File: config.mk
export PLATFORM = sky130hd
export DESIGN_NAME = bmp_mono_pixel_unpacker_flat
export DESIGN_NICKNAME = d
export VERILOG_FILES = /design/src/hdl/bmpu_pkg.sv /design/src/hdl/bmpu_if.sv /design/src/hdl/bmpu_front.sv /design/src/hdl/bmpu_queue.sv /design/src/hdl/bmpu_back.sv /design/src/hdl/bmp_mono_pixel_unpacker.sv /design/src/flat_wrapper.sv
export SDC_FILE = /design/constraint.sdc
export NUM_CORES = 1
export LEC_CHECK = 0
export ABC_AREA = 1
export BUFFER_PORTS_ARGS = -buffer_cell sky130_fd_sc_hd__buf_2
export CAP_MARGIN = 40
export CELL_PAD_IN_SITES_DETAIL_PLACEMENT = 2
export CELL_PAD_IN_SITES_GLOBAL_PLACEMENT = 2
export CORE_ASPECT_RATIO = 0.5
export CORE_MARGIN = 1
export CORE_UTILIZATION = 39
export CTS_BUF_LIST = sky130_fd_sc_hd__clkbuf_4 sky130_fd_sc_hd__clkbuf_8
export CTS_CLUSTER_DIAMETER = 60
export DETAILED_ROUTE_END_ITERATION = 8
export GPL_TIMING_DRIVEN = 0
export PLACE_DENSITY_LB_ADDON = 0.05
export SLEW_MARGIN = 20
export SYNTH_ARGS = -nofsm -noshare
export SYNTH_HDL_FRONTEND = slang
export SYNTH_SLANG_ARGS = --single-unit
File: constraint.sdc
create_clock -name clock -period 6 [get_ports clock]
set_clock_uncertainty 0.2 [all_clocks]
set_input_delay 1.2 -clock clock [delete_from_list [all_inputs] [get_ports clock]]
set_output_delay 1.2 -clock clock [all_outputs]
set_load 0.1 [all_outputs]
File: src/hdl/bmpu_pkg.sv
package bmpu_pkg;

   localparam int MAX_DIM     = 4096;
   localparam int DIM_W       = 13;
   localparam int COORD_W     = 16;
   localparam int BYTE_W      = 8;
   localparam int BIT_IDX_W   = $clog2(BYTE_W);
   localparam int PAD_W       = 2;
   localparam int CSR_IDX_W   = 3;
   localparam int CSR_DATA_W  = 16;
   localparam int QUEUE_DEPTH = 2;
   localparam int QUEUE_PTR_W = $clog2(QUEUE_DEPTH);
   localparam int QUEUE_CNT_W = $clog2(QUEUE_DEPTH + 1);

   typedef enum logic [CSR_IDX_W-1:0] {
      REG_ORIGIN_X     = 3'd0,
      REG_ORIGIN_Y     = 3'd1,
      REG_IMAGE_WIDTH  = 3'd2,
      REG_IMAGE_HEIGHT = 3'd3,
      REG_TOP_DOWN     = 3'd4
   } csr_index_type;

   typedef struct packed {
      logic                  we;
      logic [CSR_IDX_W-1:0]  index;
      logic [CSR_DATA_W-1:0] data;
   } csr_write_type;

   // one image byte with its screen position, handed from front to back
   typedef struct packed {
      logic [COORD_W-1:0] x_base;
      logic [COORD_W-1:0] y;
      logic [BYTE_W-1:0]  data;
   } pix_item_type;

   typedef struct packed {
      logic full;
      logic empty;
   } queue_status_type;

   function automatic logic [DIM_W-1:0] clamp_dim(input logic [DIM_W-1:0] v);
      return (v > DIM_W'(MAX_DIM)) ? DIM_W'(MAX_DIM) : v;
   endfunction

endpackage

File: src/hdl/bmpu_if.sv
interface bmpu_req_if;
   import bmpu_pkg::*;
   logic              valid;
   logic              ready;
   logic [BYTE_W-1:0] data_byte;

   modport source (output valid, output data_byte, input ready);
   modport sink   (input valid, input data_byte, output ready);
endinterface

interface bmpu_rsp_if;
   import bmpu_pkg::*;
   logic               valid;
   logic               ready;
   logic [COORD_W-1:0] pixel_x;
   logic [COORD_W-1:0] pixel_y;
   logic               pixel_white;
   logic               last_of_byte;

   modport source (output valid, output pixel_x, output pixel_y, output pixel_white,
                   output last_of_byte, input ready);
   modport sink   (input valid, input pixel_x, input pixel_y, input pixel_white,
                   input last_of_byte, output ready);
endinterface

File: src/hdl/bmpu_front.sv
module bmpu_front
   import bmpu_pkg::*;
(
   input  logic              clock,
   input  logic              reset,
   input  csr_write_type     csr,
   input  logic              req_fire,
   input  logic [BYTE_W-1:0] req_data,
   output logic              push,
   output pix_item_type      push_item
);

   logic [COORD_W-1:0] origin_x_ff, origin_x_in;
   logic [COORD_W-1:0] origin_y_ff, origin_y_in;
   logic [DIM_W-1:0]   width_ff, width_in;
   logic [DIM_W-1:0]   height_ff, height_in;
   logic               top_down_ff, top_down_in;

   logic [DIM_W-1:0]   column_ff, column_in;
   logic [DIM_W-1:0]   row_ff, row_in;
   logic [DIM_W-1:0]   rows_done_ff, rows_done_in;
   logic [PAD_W-1:0]   pad_ff, pad_in;

   logic [DIM_W-1:0]   w_eff;
   logic [DIM_W-1:0]   h_eff;
   logic [DIM_W:0]     next_col;
   logic [DIM_W:0]     width_round;
   logic               restart;
   logic               frame_done;

   assign w_eff       = clamp_dim(width_ff);
   assign h_eff       = clamp_dim(height_ff);
   assign frame_done  = (rows_done_ff >= h_eff);
   assign next_col    = {1'b0, column_ff} + (DIM_W+1)'(BYTE_W);
   assign width_round = {1'b0, w_eff} + (DIM_W+1)'(BYTE_W - 1);

   assign push             = req_fire && !frame_done && (pad_ff == '0);
   assign push_item.x_base = origin_x_ff + {{(COORD_W-DIM_W){1'b0}}, column_ff};
   assign push_item.y      = origin_y_ff + {{(COORD_W-DIM_W){1'b0}}, row_ff};
   assign push_item.data   = req_data;

   always_comb begin
      origin_x_in  = origin_x_ff;
      origin_y_in  = origin_y_ff;
      width_in     = width_ff;
      height_in    = height_ff;
      top_down_in  = top_down_ff;
      restart      = 1'b0;
      column_in    = column_ff;
      row_in       = row_ff;
      rows_done_in = rows_done_ff;
      pad_in       = pad_ff;

      if (csr.we) begin
         unique case (csr.index)
            REG_ORIGIN_X:     origin_x_in = csr.data[COORD_W-1:0];
            REG_ORIGIN_Y:     origin_y_in = csr.data[COORD_W-1:0];
            REG_IMAGE_WIDTH: begin
               width_in = csr.data[DIM_W-1:0];
               restart  = 1'b1;
            end
            REG_IMAGE_HEIGHT: begin
               height_in = csr.data[DIM_W-1:0];
               restart   = 1'b1;
            end
            REG_TOP_DOWN: begin
               top_down_in = csr.data[0];
               restart     = 1'b1;
            end
            default: ;
         endcase
      end

      if (restart) begin
         column_in    = '0;
         rows_done_in = '0;
         pad_in       = '0;
         row_in       = top_down_in ? '0 : clamp_dim(height_in) - DIM_W'(1);
      end else if (req_fire && !frame_done) begin
         if (pad_ff != '0) begin
            pad_in = pad_ff - PAD_W'(1);
         end else if (next_col >= {1'b0, w_eff}) begin
            column_in    = '0;
            row_in       = top_down_ff ? row_ff + DIM_W'(1) : row_ff - DIM_W'(1);
            rows_done_in = rows_done_ff + DIM_W'(1);
            // bytes per row mod 4, negated, is the padding to the next word
            pad_in       = PAD_W'(0) - width_round[BIT_IDX_W +: PAD_W];
         end else begin
            column_in = next_col[DIM_W-1:0];
         end
      end
   end

   always_ff @(posedge clock) begin
      if (reset) begin
         origin_x_ff  <= '0;
         origin_y_ff  <= '0;
         width_ff     <= DIM_W'(8);
         height_ff    <= DIM_W'(1);
         top_down_ff  <= 1'b0;
         column_ff    <= '0;
         row_ff       <= '0;
         rows_done_ff <= '0;
         pad_ff       <= '0;
      end else begin
         origin_x_ff  <= origin_x_in;
         origin_y_ff  <= origin_y_in;
         width_ff     <= width_in;
         height_ff    <= height_in;
         top_down_ff  <= top_down_in;
         column_ff    <= column_in;
         row_ff       <= row_in;
         rows_done_ff <= rows_done_in;
         pad_ff       <= pad_in;
      end
   end

endmodule

File: src/hdl/bmpu_queue.sv
module bmpu_queue
   import bmpu_pkg::*;
(
   input  logic             clock,
   input  logic             reset,
   input  logic             push,
   input  pix_item_type     push_item,
   input  logic             pop,
   output pix_item_type     head,
   output queue_status_type status
);

   pix_item_type             entry_ff [QUEUE_DEPTH];
   logic [QUEUE_PTR_W-1:0]   wr_ptr_ff, wr_ptr_in;
   logic [QUEUE_PTR_W-1:0]   rd_ptr_ff, rd_ptr_in;
   logic [QUEUE_CNT_W-1:0]   count_ff, count_in;
   logic                     do_push;
   logic                     do_pop;

   assign status.full  = (count_ff == QUEUE_CNT_W'(QUEUE_DEPTH));
   assign status.empty = (count_ff == '0);
   assign do_push      = push && !status.full;
   assign do_pop       = pop && !status.empty;
   assign head         = entry_ff[rd_ptr_ff];

   always_comb begin
      wr_ptr_in = wr_ptr_ff;
      rd_ptr_in = rd_ptr_ff;
      count_in  = count_ff;
      if (do_push) begin
         wr_ptr_in = (wr_ptr_ff == QUEUE_PTR_W'(QUEUE_DEPTH - 1)) ? '0
                                                                  : wr_ptr_ff + QUEUE_PTR_W'(1);
      end
      if (do_pop) begin
         rd_ptr_in = (rd_ptr_ff == QUEUE_PTR_W'(QUEUE_DEPTH - 1)) ? '0
                                                                  : rd_ptr_ff + QUEUE_PTR_W'(1);
      end
      if (do_push && !do_pop) begin
         count_in = count_ff + QUEUE_CNT_W'(1);
      end else if (do_pop && !do_push) begin
         count_in = count_ff - QUEUE_CNT_W'(1);
      end
   end

   always_ff @(posedge clock) begin
      if (do_push) begin
         entry_ff[wr_ptr_ff] <= push_item;
      end
   end

   always_ff @(posedge clock) begin
      if (reset) begin
         wr_ptr_ff <= '0;
         rd_ptr_ff <= '0;
         count_ff  <= '0;
      end else begin
         wr_ptr_ff <= wr_ptr_in;
         rd_ptr_ff <= rd_ptr_in;
         count_ff  <= count_in;
      end
   end

endmodule

File: src/hdl/bmpu_back.sv
module bmpu_back
   import bmpu_pkg::*;
(
   input  logic             clock,
   input  logic             reset,
   input  pix_item_type     head,
   input  queue_status_type q_status,
   output logic             pop,
   bmpu_rsp_if.source       rsp_ch
);

   logic                 busy_ff, busy_in;
   logic [BIT_IDX_W-1:0] bit_ff, bit_in;
   logic [COORD_W-1:0]   x_ff, x_in;
   logic [COORD_W-1:0]   y_ff, y_in;
   logic [BYTE_W-1:0]    shift_ff, shift_in;
   logic                 last_bit;
   logic                 rsp_fire;

   assign last_bit  = (bit_ff == BIT_IDX_W'(BYTE_W - 1));
   assign rsp_fire  = rsp_ch.valid && rsp_ch.ready;
   // take the next byte when idle or as the eighth pixel leaves
   assign pop       = (!busy_ff || (rsp_fire && last_bit)) && !q_status.empty;

   assign rsp_ch.valid        = busy_ff;
   assign rsp_ch.pixel_x      = x_ff;
   assign rsp_ch.pixel_y      = y_ff;
   assign rsp_ch.pixel_white  = shift_ff[BYTE_W-1];
   assign rsp_ch.last_of_byte = last_bit;

   always_comb begin
      busy_in  = busy_ff;
      bit_in   = bit_ff;
      x_in     = x_ff;
      y_in     = y_ff;
      shift_in = shift_ff;
      if (pop) begin
         busy_in  = 1'b1;
         bit_in   = '0;
         x_in     = head.x_base;
         y_in     = head.y;
         shift_in = head.data;
      end else if (rsp_fire) begin
         if (last_bit) begin
            busy_in = 1'b0;
         end
         bit_in   = bit_ff + BIT_IDX_W'(1);
         x_in     = x_ff + COORD_W'(1);
         shift_in = {shift_ff[BYTE_W-2:0], 1'b0};
      end
   end

   always_ff @(posedge clock) begin
      if (reset) begin
         busy_ff <= 1'b0;
         bit_ff  <= '0;
      end else begin
         busy_ff <= busy_in;
         bit_ff  <= bit_in;
      end
   end

   always_ff @(posedge clock) begin
      x_ff     <= x_in;
      y_ff     <= y_in;
      shift_ff <= shift_in;
   end

endmodule

File: src/hdl/bmp_mono_pixel_unpacker.sv
// 1-bit bitmap pixel-data unpacker. Each image byte accepted on req_ch gives
// eight pixel writes on rsp_ch, most significant bit first, at consecutive
// screen x from origin_x plus the current column and at y = origin_y plus the
// current row; a set bit paints white and the eighth write is flagged
// last_of_byte. The serializer in the back end emits one pixel per cycle while
// rsp_ch.ready is high; row padding bytes and bytes after the last row produce
// nothing and are taken whenever the two-entry queue has room. Rows run upward
// unless top_down is set. Writing image_width, image_height or top_down restarts
// the frame; the user is to write registers only while the block is idle; the
// block itself does not enforce it.
module bmp_mono_pixel_unpacker
   import bmpu_pkg::*;
(
   input  logic                  clock,
   input  logic                  reset,
   bmpu_req_if.sink              req_ch,
   bmpu_rsp_if.source            rsp_ch,
   input  logic                  csr_we,
   input  logic [CSR_IDX_W-1:0]  csr_index,
   input  logic [CSR_DATA_W-1:0] csr_data
);

   csr_write_type    csr;
   pix_item_type     push_item;
   pix_item_type     head;
   queue_status_type q_status;
   logic             push;
   logic             pop;
   logic             req_fire;

   assign csr.we    = csr_we;
   assign csr.index = csr_index;
   assign csr.data  = csr_data;

   assign req_ch.ready = !q_status.full;
   assign req_fire     = req_ch.valid && req_ch.ready;

   bmpu_front u_front (
      .clock     (clock),
      .reset     (reset),
      .csr       (csr),
      .req_fire  (req_fire),
      .req_data  (req_ch.data_byte),
      .push      (push),
      .push_item (push_item)
   );

   bmpu_queue u_queue (
      .clock     (clock),
      .reset     (reset),
      .push      (push),
      .push_item (push_item),
      .pop       (pop),
      .head      (head),
      .status    (q_status)
   );

   bmpu_back u_back (
      .clock    (clock),
      .reset    (reset),
      .head     (head),
      .q_status (q_status),
      .pop      (pop),
      .rsp_ch   (rsp_ch)
   );

   a_no_push_when_full: assert property (@(posedge clock) disable iff (reset)
      !(push && q_status.full))
      else $error("push into a full queue");

   a_no_pop_when_empty: assert property (@(posedge clock) disable iff (reset)
      !(pop && q_status.empty))
      else $error("pop from an empty queue");

   a_x_steps_within_byte: assert property (@(posedge clock) disable iff (reset)
      (rsp_ch.valid && rsp_ch.ready && !rsp_ch.last_of_byte) |=>
      (rsp_ch.valid && rsp_ch.pixel_x == COORD_W'($past(rsp_ch.pixel_x) + 1'b1)
       && rsp_ch.pixel_y == $past(rsp_ch.pixel_y)))
      else $error("pixel position did not advance by one within a byte");

endmodule
File: src/flat_wrapper.sv
// flat-port wrapper written by rule: the top's interface ports become plain ports
module bmp_mono_pixel_unpacker_flat import bmpu_pkg::*;
  (clock, reset, csr_we, csr_index, csr_data, req_ch_valid, req_ch_data_byte, req_ch_ready, rsp_ch_valid, rsp_ch_pixel_x, rsp_ch_pixel_y, rsp_ch_pixel_white, rsp_ch_last_of_byte, rsp_ch_ready);
  bmpu_req_if req_ch_i ();
  bmpu_rsp_if rsp_ch_i ();
  input  logic clock;
  input  logic reset;
  input  logic csr_we;
  input  logic [CSR_IDX_W-1:0] csr_index;
  input  logic [CSR_DATA_W-1:0] csr_data;
  input wire logic [$bits(req_ch_i.valid)-1:0] req_ch_valid;
  input wire logic [$bits(req_ch_i.data_byte)-1:0] req_ch_data_byte;
  output wire logic [$bits(req_ch_i.ready)-1:0] req_ch_ready;
  output wire logic [$bits(rsp_ch_i.valid)-1:0] rsp_ch_valid;
  output wire logic [$bits(rsp_ch_i.pixel_x)-1:0] rsp_ch_pixel_x;
  output wire logic [$bits(rsp_ch_i.pixel_y)-1:0] rsp_ch_pixel_y;
  output wire logic [$bits(rsp_ch_i.pixel_white)-1:0] rsp_ch_pixel_white;
  output wire logic [$bits(rsp_ch_i.last_of_byte)-1:0] rsp_ch_last_of_byte;
  input wire logic [$bits(rsp_ch_i.ready)-1:0] rsp_ch_ready;
  assign req_ch_i.valid = req_ch_valid;
  assign req_ch_i.data_byte = req_ch_data_byte;
  assign req_ch_ready = req_ch_i.ready;
  assign rsp_ch_valid = rsp_ch_i.valid;
  assign rsp_ch_pixel_x = rsp_ch_i.pixel_x;
  assign rsp_ch_pixel_y = rsp_ch_i.pixel_y;
  assign rsp_ch_pixel_white = rsp_ch_i.pixel_white;
  assign rsp_ch_last_of_byte = rsp_ch_i.last_of_byte;
  assign rsp_ch_i.ready = rsp_ch_ready;
  bmp_mono_pixel_unpacker u_core (.clock(clock), .reset(reset), .req_ch(req_ch_i), .rsp_ch(rsp_ch_i), .csr_we(csr_we), .csr_index(csr_index), .csr_data(csr_data));
endmodule
### Yosys cells after proc, flatten, opt, wreduce, memory -nomap -nowiden

Memories as Yosys holds them, arrays and structs flattened. A register that Yosys moved wholly into a read port is not among the register bits.
Index checks and enable logic that the tools add are counted.

* register bits: 148
* memory bits (writable): 80
* memories: 1

* $add $sub $neg: 16
* $lt $le $gt $ge: 5
* equality and inequality tests: 7
* muxes and demuxes: 33
* bitwise gates (word level): 1
* reductions and logical operators: 38

Memory list
* u_core.u_queue.entry_ff: depth 2, bits a word 40, read ports 1, clocked after Yosys merged registers in 1, write ports 1, line bmpu_queue.sv:13 `pix_item_type entry_ff [QUEUE_DEPTH];`

Operators by type and width (count)
* $mux W13: 12
* $gt A13 B13 Y1 const B: 3
* $add A16 B13 Y16: 2
* $mux W16: 2
* $add A13 B1 Y13 const B: 2
* $sub A13 B1 Y13 const B: 2
* $add A16 B1 Y16 const B: 1
* $mux W8: 2
* $add A13 B4 Y14 const B: 1
* $ge A14 B13 Y1: 1
* $reduce_bool A2 Y1: 7
* $ge A13 B13 Y1: 1
* $mux W1: 13
* $reduce_and A2 Y1: 6
* $logic_and A1 B1 Y1: 10
* $mux W2: 4
* $eq A3 B2 Y1 const B: 2
* $eq A3 B3 Y1 const B: 2
* $logic_not A1 Y1: 6
* $reduce_and A3 Y1: 2
* $add A5 B3 Y5 const B: 1
* $logic_not A2 Y1: 2
* $reduce_or A2 Y1: 2
* $sub A2 B1 Y2 const B: 2
* other kinds (11): 12

### Logic depth before layout (Yosys ltp)

* depth after elaboration: 11
* depth in mapped cells: 20

### Cells and area by module

Synthesis repeated with hierarchy kept, for this count alone.

* cells, all modules: 1365
* area total of the unflattened synthesis: 11974.0 sq um

Modules (own cells, without submodules)
* bmpu_front: times used 1, cells an instance 993, area an instance 6770.2 sq um
* bmpu_queue: times used 1, cells an instance 161, area an instance 3135.5 sq um
* bmpu_back: times used 1, cells an instance 208, area an instance 2054.5 sq um
* bmp_mono_pixel_unpacker: times used 1, cells an instance 3, area an instance 13.8 sq um

### Least setup slack after synthesis

OpenSTA, ideal clock, no wires.

* kind: register to register
* from: register u_core.u_front.height_ff[5]
* to: memory u_core.u_queue.entry_ff[0][0] in the netlist's numbering, enable pin
* setup time: 0.438 ns
* arrival: 3.837 ns
* data required time: 5.362 ns
* path slack: 1.526 ns
* cell stages (with the launch flop): 16
* cells stage by stage: dfxtp_1 > inv_1 > nand4_1 > nor2_1 > a21oi_1 > clkinv_1 > nand2_1 > ha_1 > a21oi_1 > o21ai_0 > a21oi_1 > nand3_1 > nor2_1 > nand2_1 > clkbuf_1 > nor2_1

* word-level cells in the longest chain between the ends: 9

RTL lines
* start: declaration: line bmpu_front.sv:16 `logic [DIM_W-1:0] height_ff, height_in;`
* start signal: assignment: line bmpu_front.sv:109 `height_ff <= height_in;`
* $gt A13 B13 Y1: line bmpu_pkg.sv:42 `return (v > DIM_W'(MAX_DIM)) ? DIM_W'(MAX_DIM) : v;`
* $mux W13 *: line bmpu_pkg.sv:42
* $ge A13 B13 Y1 *: line bmpu_front.sv:33 `assign frame_done = (rows_done_ff >= h_eff);`
* $logic_not A1 Y1 *: line bmpu_front.sv:37 `assign push = req_fire && !frame_done && (pad_ff == '0);`
* $logic_and A1 B1 Y1 * (2 in series): line bmpu_front.sv:37
* $logic_and A1 B1 Y1 *: line bmpu_queue.sv:22 `assign do_push = push && !status.full;`
* $mux W1 *: line bmpu_queue.sv:46 `if (do_push) begin`
* $mux W1 (implied by the code) *: line bmpu_queue.sv:47 `entry_ff[wr_ptr_ff] <= push_item;`
* end: declaration: line bmpu_queue.sv:13

Every way passes the cells marked *; elsewhere a longest branch is shown, timed or not.

### Final worst setup path

* from: register u_core.u_front.height_ff[8]
* to: memory u_core.u_queue.entry_ff[0][18] in the netlist's numbering, enable pin

The elaborated chain is that of the path after synthesis.

==> impl_metrics.tcl <==
set metrics [dict create \
    status "finished, final reports clean" \
    hold_path_class "flop to flop" \
    routed_via_density 5.40 \
    wl_per_cell_um 22.1 \
    p_per_area_nw_per_um2 550 \
    postCtsHoldBufs 0 \
    fillerInstances 3260 \
    post-cts-setup-buffer-count 0 \
    hold_slack_ns 0.300 \
    overflow 0 \
    synth_edf_count 120 \
    max_freq_mhz 224 \
    cts_buffer_depth 3 \
    tightest_slew_ns 0.852 \
    crit_start "u_core.u_front.height_ff[8]" \
    crit_required_ns 6.08 \
    wl_um 41500 \
    p_leak_uw 0.00573 \
    num_vias 10200 \
    clkSinkCount 226 \
    synth_seq_cells 226 \
    die_w_um 245 \
    grt_pass1_vias 11000 \
    dr.pass1.iters 5 \
    die_area_um2 30400 \
    synthArstFlopShare_pct 0 \
    synth.avg_cell_area_um2 8.54 \
    setup_viol 0 \
    syn_inst 1354 \
    clockRootBuffer "clkbuf_8" \
    mappedNetlistArea_um2 11600 \
    synth_area_leaders "edfxtp_1, dfxtp_1, nand2_1" \
    drv_slew 0 \
    nets 1561 \
    cts_resized 0 \
    rsz0062_at_grt "false" \
    slowest_stage "nor2_4" \
    detail-route-antenna-nets 0 \
    rows 44 \
    r2r_setup_slack_ns 1.54 \
    fin_setup_tns_ns 0 \
    routabilityCongestion 0.827 \
    grt_max_degree 26 \
    slew_headroom_pct 42.9 \
    ys_warn_count 0 \
    cp_max_fo 23 \
    synth.top_cell.area_share_pct 31.2 \
    diodes 0 \
    worst-path-buf-inv 4 \
    hold_viol_final 0 \
    synth_nets 1452 \
    worst_setup_path_endpoint "u_core.u_queue.entry_ff[0][18]" \
    groute.usage.overall_pct 28.3 \
    die_h_um 124 \
    drt-initial-drc-count 443 \
    coreArea_um2 29100 \
    start_util_pct 39.8 \
    critical_path_class "flop to flop" \
    ys_seq_area_share_pct 49.5 \
    cp-end-kind "flop" \
    dp_hpwl_um 30300 \
    cts_buffers 37 \
    min_period_ns 4.46 \
    drive_gt1_share_pct 11.4 \
    clk_latency_ns 0.58 \
    worst-path-stages 16 \
    clk_pin_slew_ns 0.06 \
    rr_endpoint "u_core.u_queue.entry_ff[0][18]" \
    pin_count 68 \
    ys_types 47 \
    grt_first_pass_wirelength_um 64800 \
    cts_tree "done" \
    antenna_found_initial 0 \
    cpMostUsedCell "a21oi_1" \
    cpPeakStageDelay_ns 0.62 \
    port_buffers 66 \
    synth-main-ff-cell "edfxtp_1" \
    htreeDepth 2 \
    irDropWorstVdd_v 0.000450 \
    ff2ff_path_depth 16 \
    cp_top_family "simple AND/OR/NAND/NOR gates" \
    r2r_start "u_core.u_front.height_ff[8]" \
    start_kind "flop" \
    drv_cap 0 \
    drc_errors 0 \
    syn_to_final_growth_pct 14.8 \
    worstPathArrival_ns 4.54 \
    crit_chain "inv_1, nand4_1, nor2_1, a21oi_1, clkinv_1, nand2_1, ha_1, a21oi_1, o21ai_0, a21oi_1, nand3_1, nor2_1, nand2_1, clkbuf_1, nor2_4, buf_12" \
    yosysTopAreaCell "edfxtp_1" \
    min_period_over_period_pct 74.3 \
]
synthesized netlist by cell type (all sizes together), types with 17 or more instances:
cell type,count
a21oi,107
clkbuf,31
xor2,39
nand2,288
nor2,166
nand3,65
ha,64
edfxtp,120
nor3,24
nand4,17
dfxtp,106
inv,130
o21ai,99
report_power, final:
part	internal [µW]	total, µW	switching [µW]
logic	784	3310	2530
clock network	802	1510	705
registers	2200	2480	280
worst min path at each step:
stage	slack, ns	startpoint	depth (start not counted)	to
2_1_floorplan	0.22	u_core.u_front.origin_x_ff[0]	0	u_core.u_queue.entry_ff[0][24]
3_3_place_gp	0.23	u_core.u_queue.rd_ptr_ff	1	flop
3_5_place_dp	0.27	u_core.u_queue.rd_ptr_ff	1	flop
4_1_cts	0.30	u_core.u_queue.count_ff[1]	2	u_core.u_queue.count_ff[1]
5_1_grt	0.33	u_core.u_front.origin_x_ff[0]	0	u_core.u_queue.entry_ff[0][24]
6_report	0.30	u_core.u_front.rows_done_ff[11]	2	u_core.u_front.rows_done_ff[11]
area by class of cell:
class	instances	area, µm²	area share (%)
repair buffers	70	420	3.17
plain buffers	40	178	1.34
flip-flops and latches	226	5730	43.2
well taps	391	489	3.69
inverters	134	503	3.79
clock buffers	58	711	5.36
multi-input cells	954	5170	39.0
clock inverters	8	72.6	0.547
placed cells by master (no fill, tap or decap), types with 3 or more instances in the layout:
cell,n
inv_2,5
o32ai_1,4
buf_2,72
nand2_2,5
o21bai_1,6
dfxtp_1,106
nand4_1,16
a31oi_1,13
inv_1,125
xor2_1,39
nand3b_1,8
o31ai_1,3
xnor2_1,12
clkbuf_8,44
nand3_1,64
o21ai_1,8
nand2_1,282
nor2_4,3
nor3b_1,3
clkinv_1,6
or2_2,3
o211ai_1,5
nor3_1,22
nor2_1,160
a21o_1,5
ha_1,64
nor4_1,3
a21oi_1,107
o21ai_0,90
clkbuf_4,14
a211oi_1,10
clkbuf_1,30
edfxtp_1,120
nor2_2,3
clkinv_2,3
state kept, by name (all words and copies together), names as in the netlist, 10 cells and up, named ones only:
register,cells
u_core.u_front.column_ff,10
u_core.u_front.row_ff,13
u_core.u_front.rows_done_ff,13
u_core.u_queue.entry_ff,80
u_core.u_front.origin_y_ff,16
u_core.u_front.height_ff,13
u_core.u_back.rsp_ch.pixel_x,16
u_core.u_back.rsp_ch.pixel_y,16
u_core.u_front.width_ff,13
u_core.u_front.origin_x_ff,16
worst reg2reg max path: cells and delay by family (launching register included):
kind	cells	cell delay [ns]
buffers and inverters	4	1.01
flip-flops	1	0.36
AO/OA/AOI/OAI	4	0.72
AND/OR/NAND/NOR	7	1.63
adder cells (fa/ha/maj)	1	0.26
metrics by stage:
stage	power [µW]	util (%)	setup WS, ns	instance area, µm²	cells
after global routing	7700	45.6	1.23	13300	1881
after detailed placement	5760	42.9	1.52	12500	1815
after floorplan	4770	-	1.53	11600	1354
final	7300	45.6	1.54	13300	1881
after global placement	5470	42.6	-0.208	12400	1811
after CTS	7340	45.6	1.49	13300	1881
cells by family (layout without fill, tap and decap cells):
kind of cell	Yosys count	in the layout	synth area share (%)
compound gates	257	257	12.2
xor+xnor	51	51	3.86
fa+ha+maj	66	66	7.27
buf+inv	174	310	5.88
flops	226	226	49.5
simple gates	580	580	21.2
routing by layer:
layer,up-vias,GRT usage (%),part of all wire (%)
li1,4804,-,-
met1,5126,36.7,47
met3,61,4.14,3.0
met2,175,49.5,48
met4,0,7.76,1.9
met5,-,0,0
Note: power is estimated with default switching activity, not from simulation.
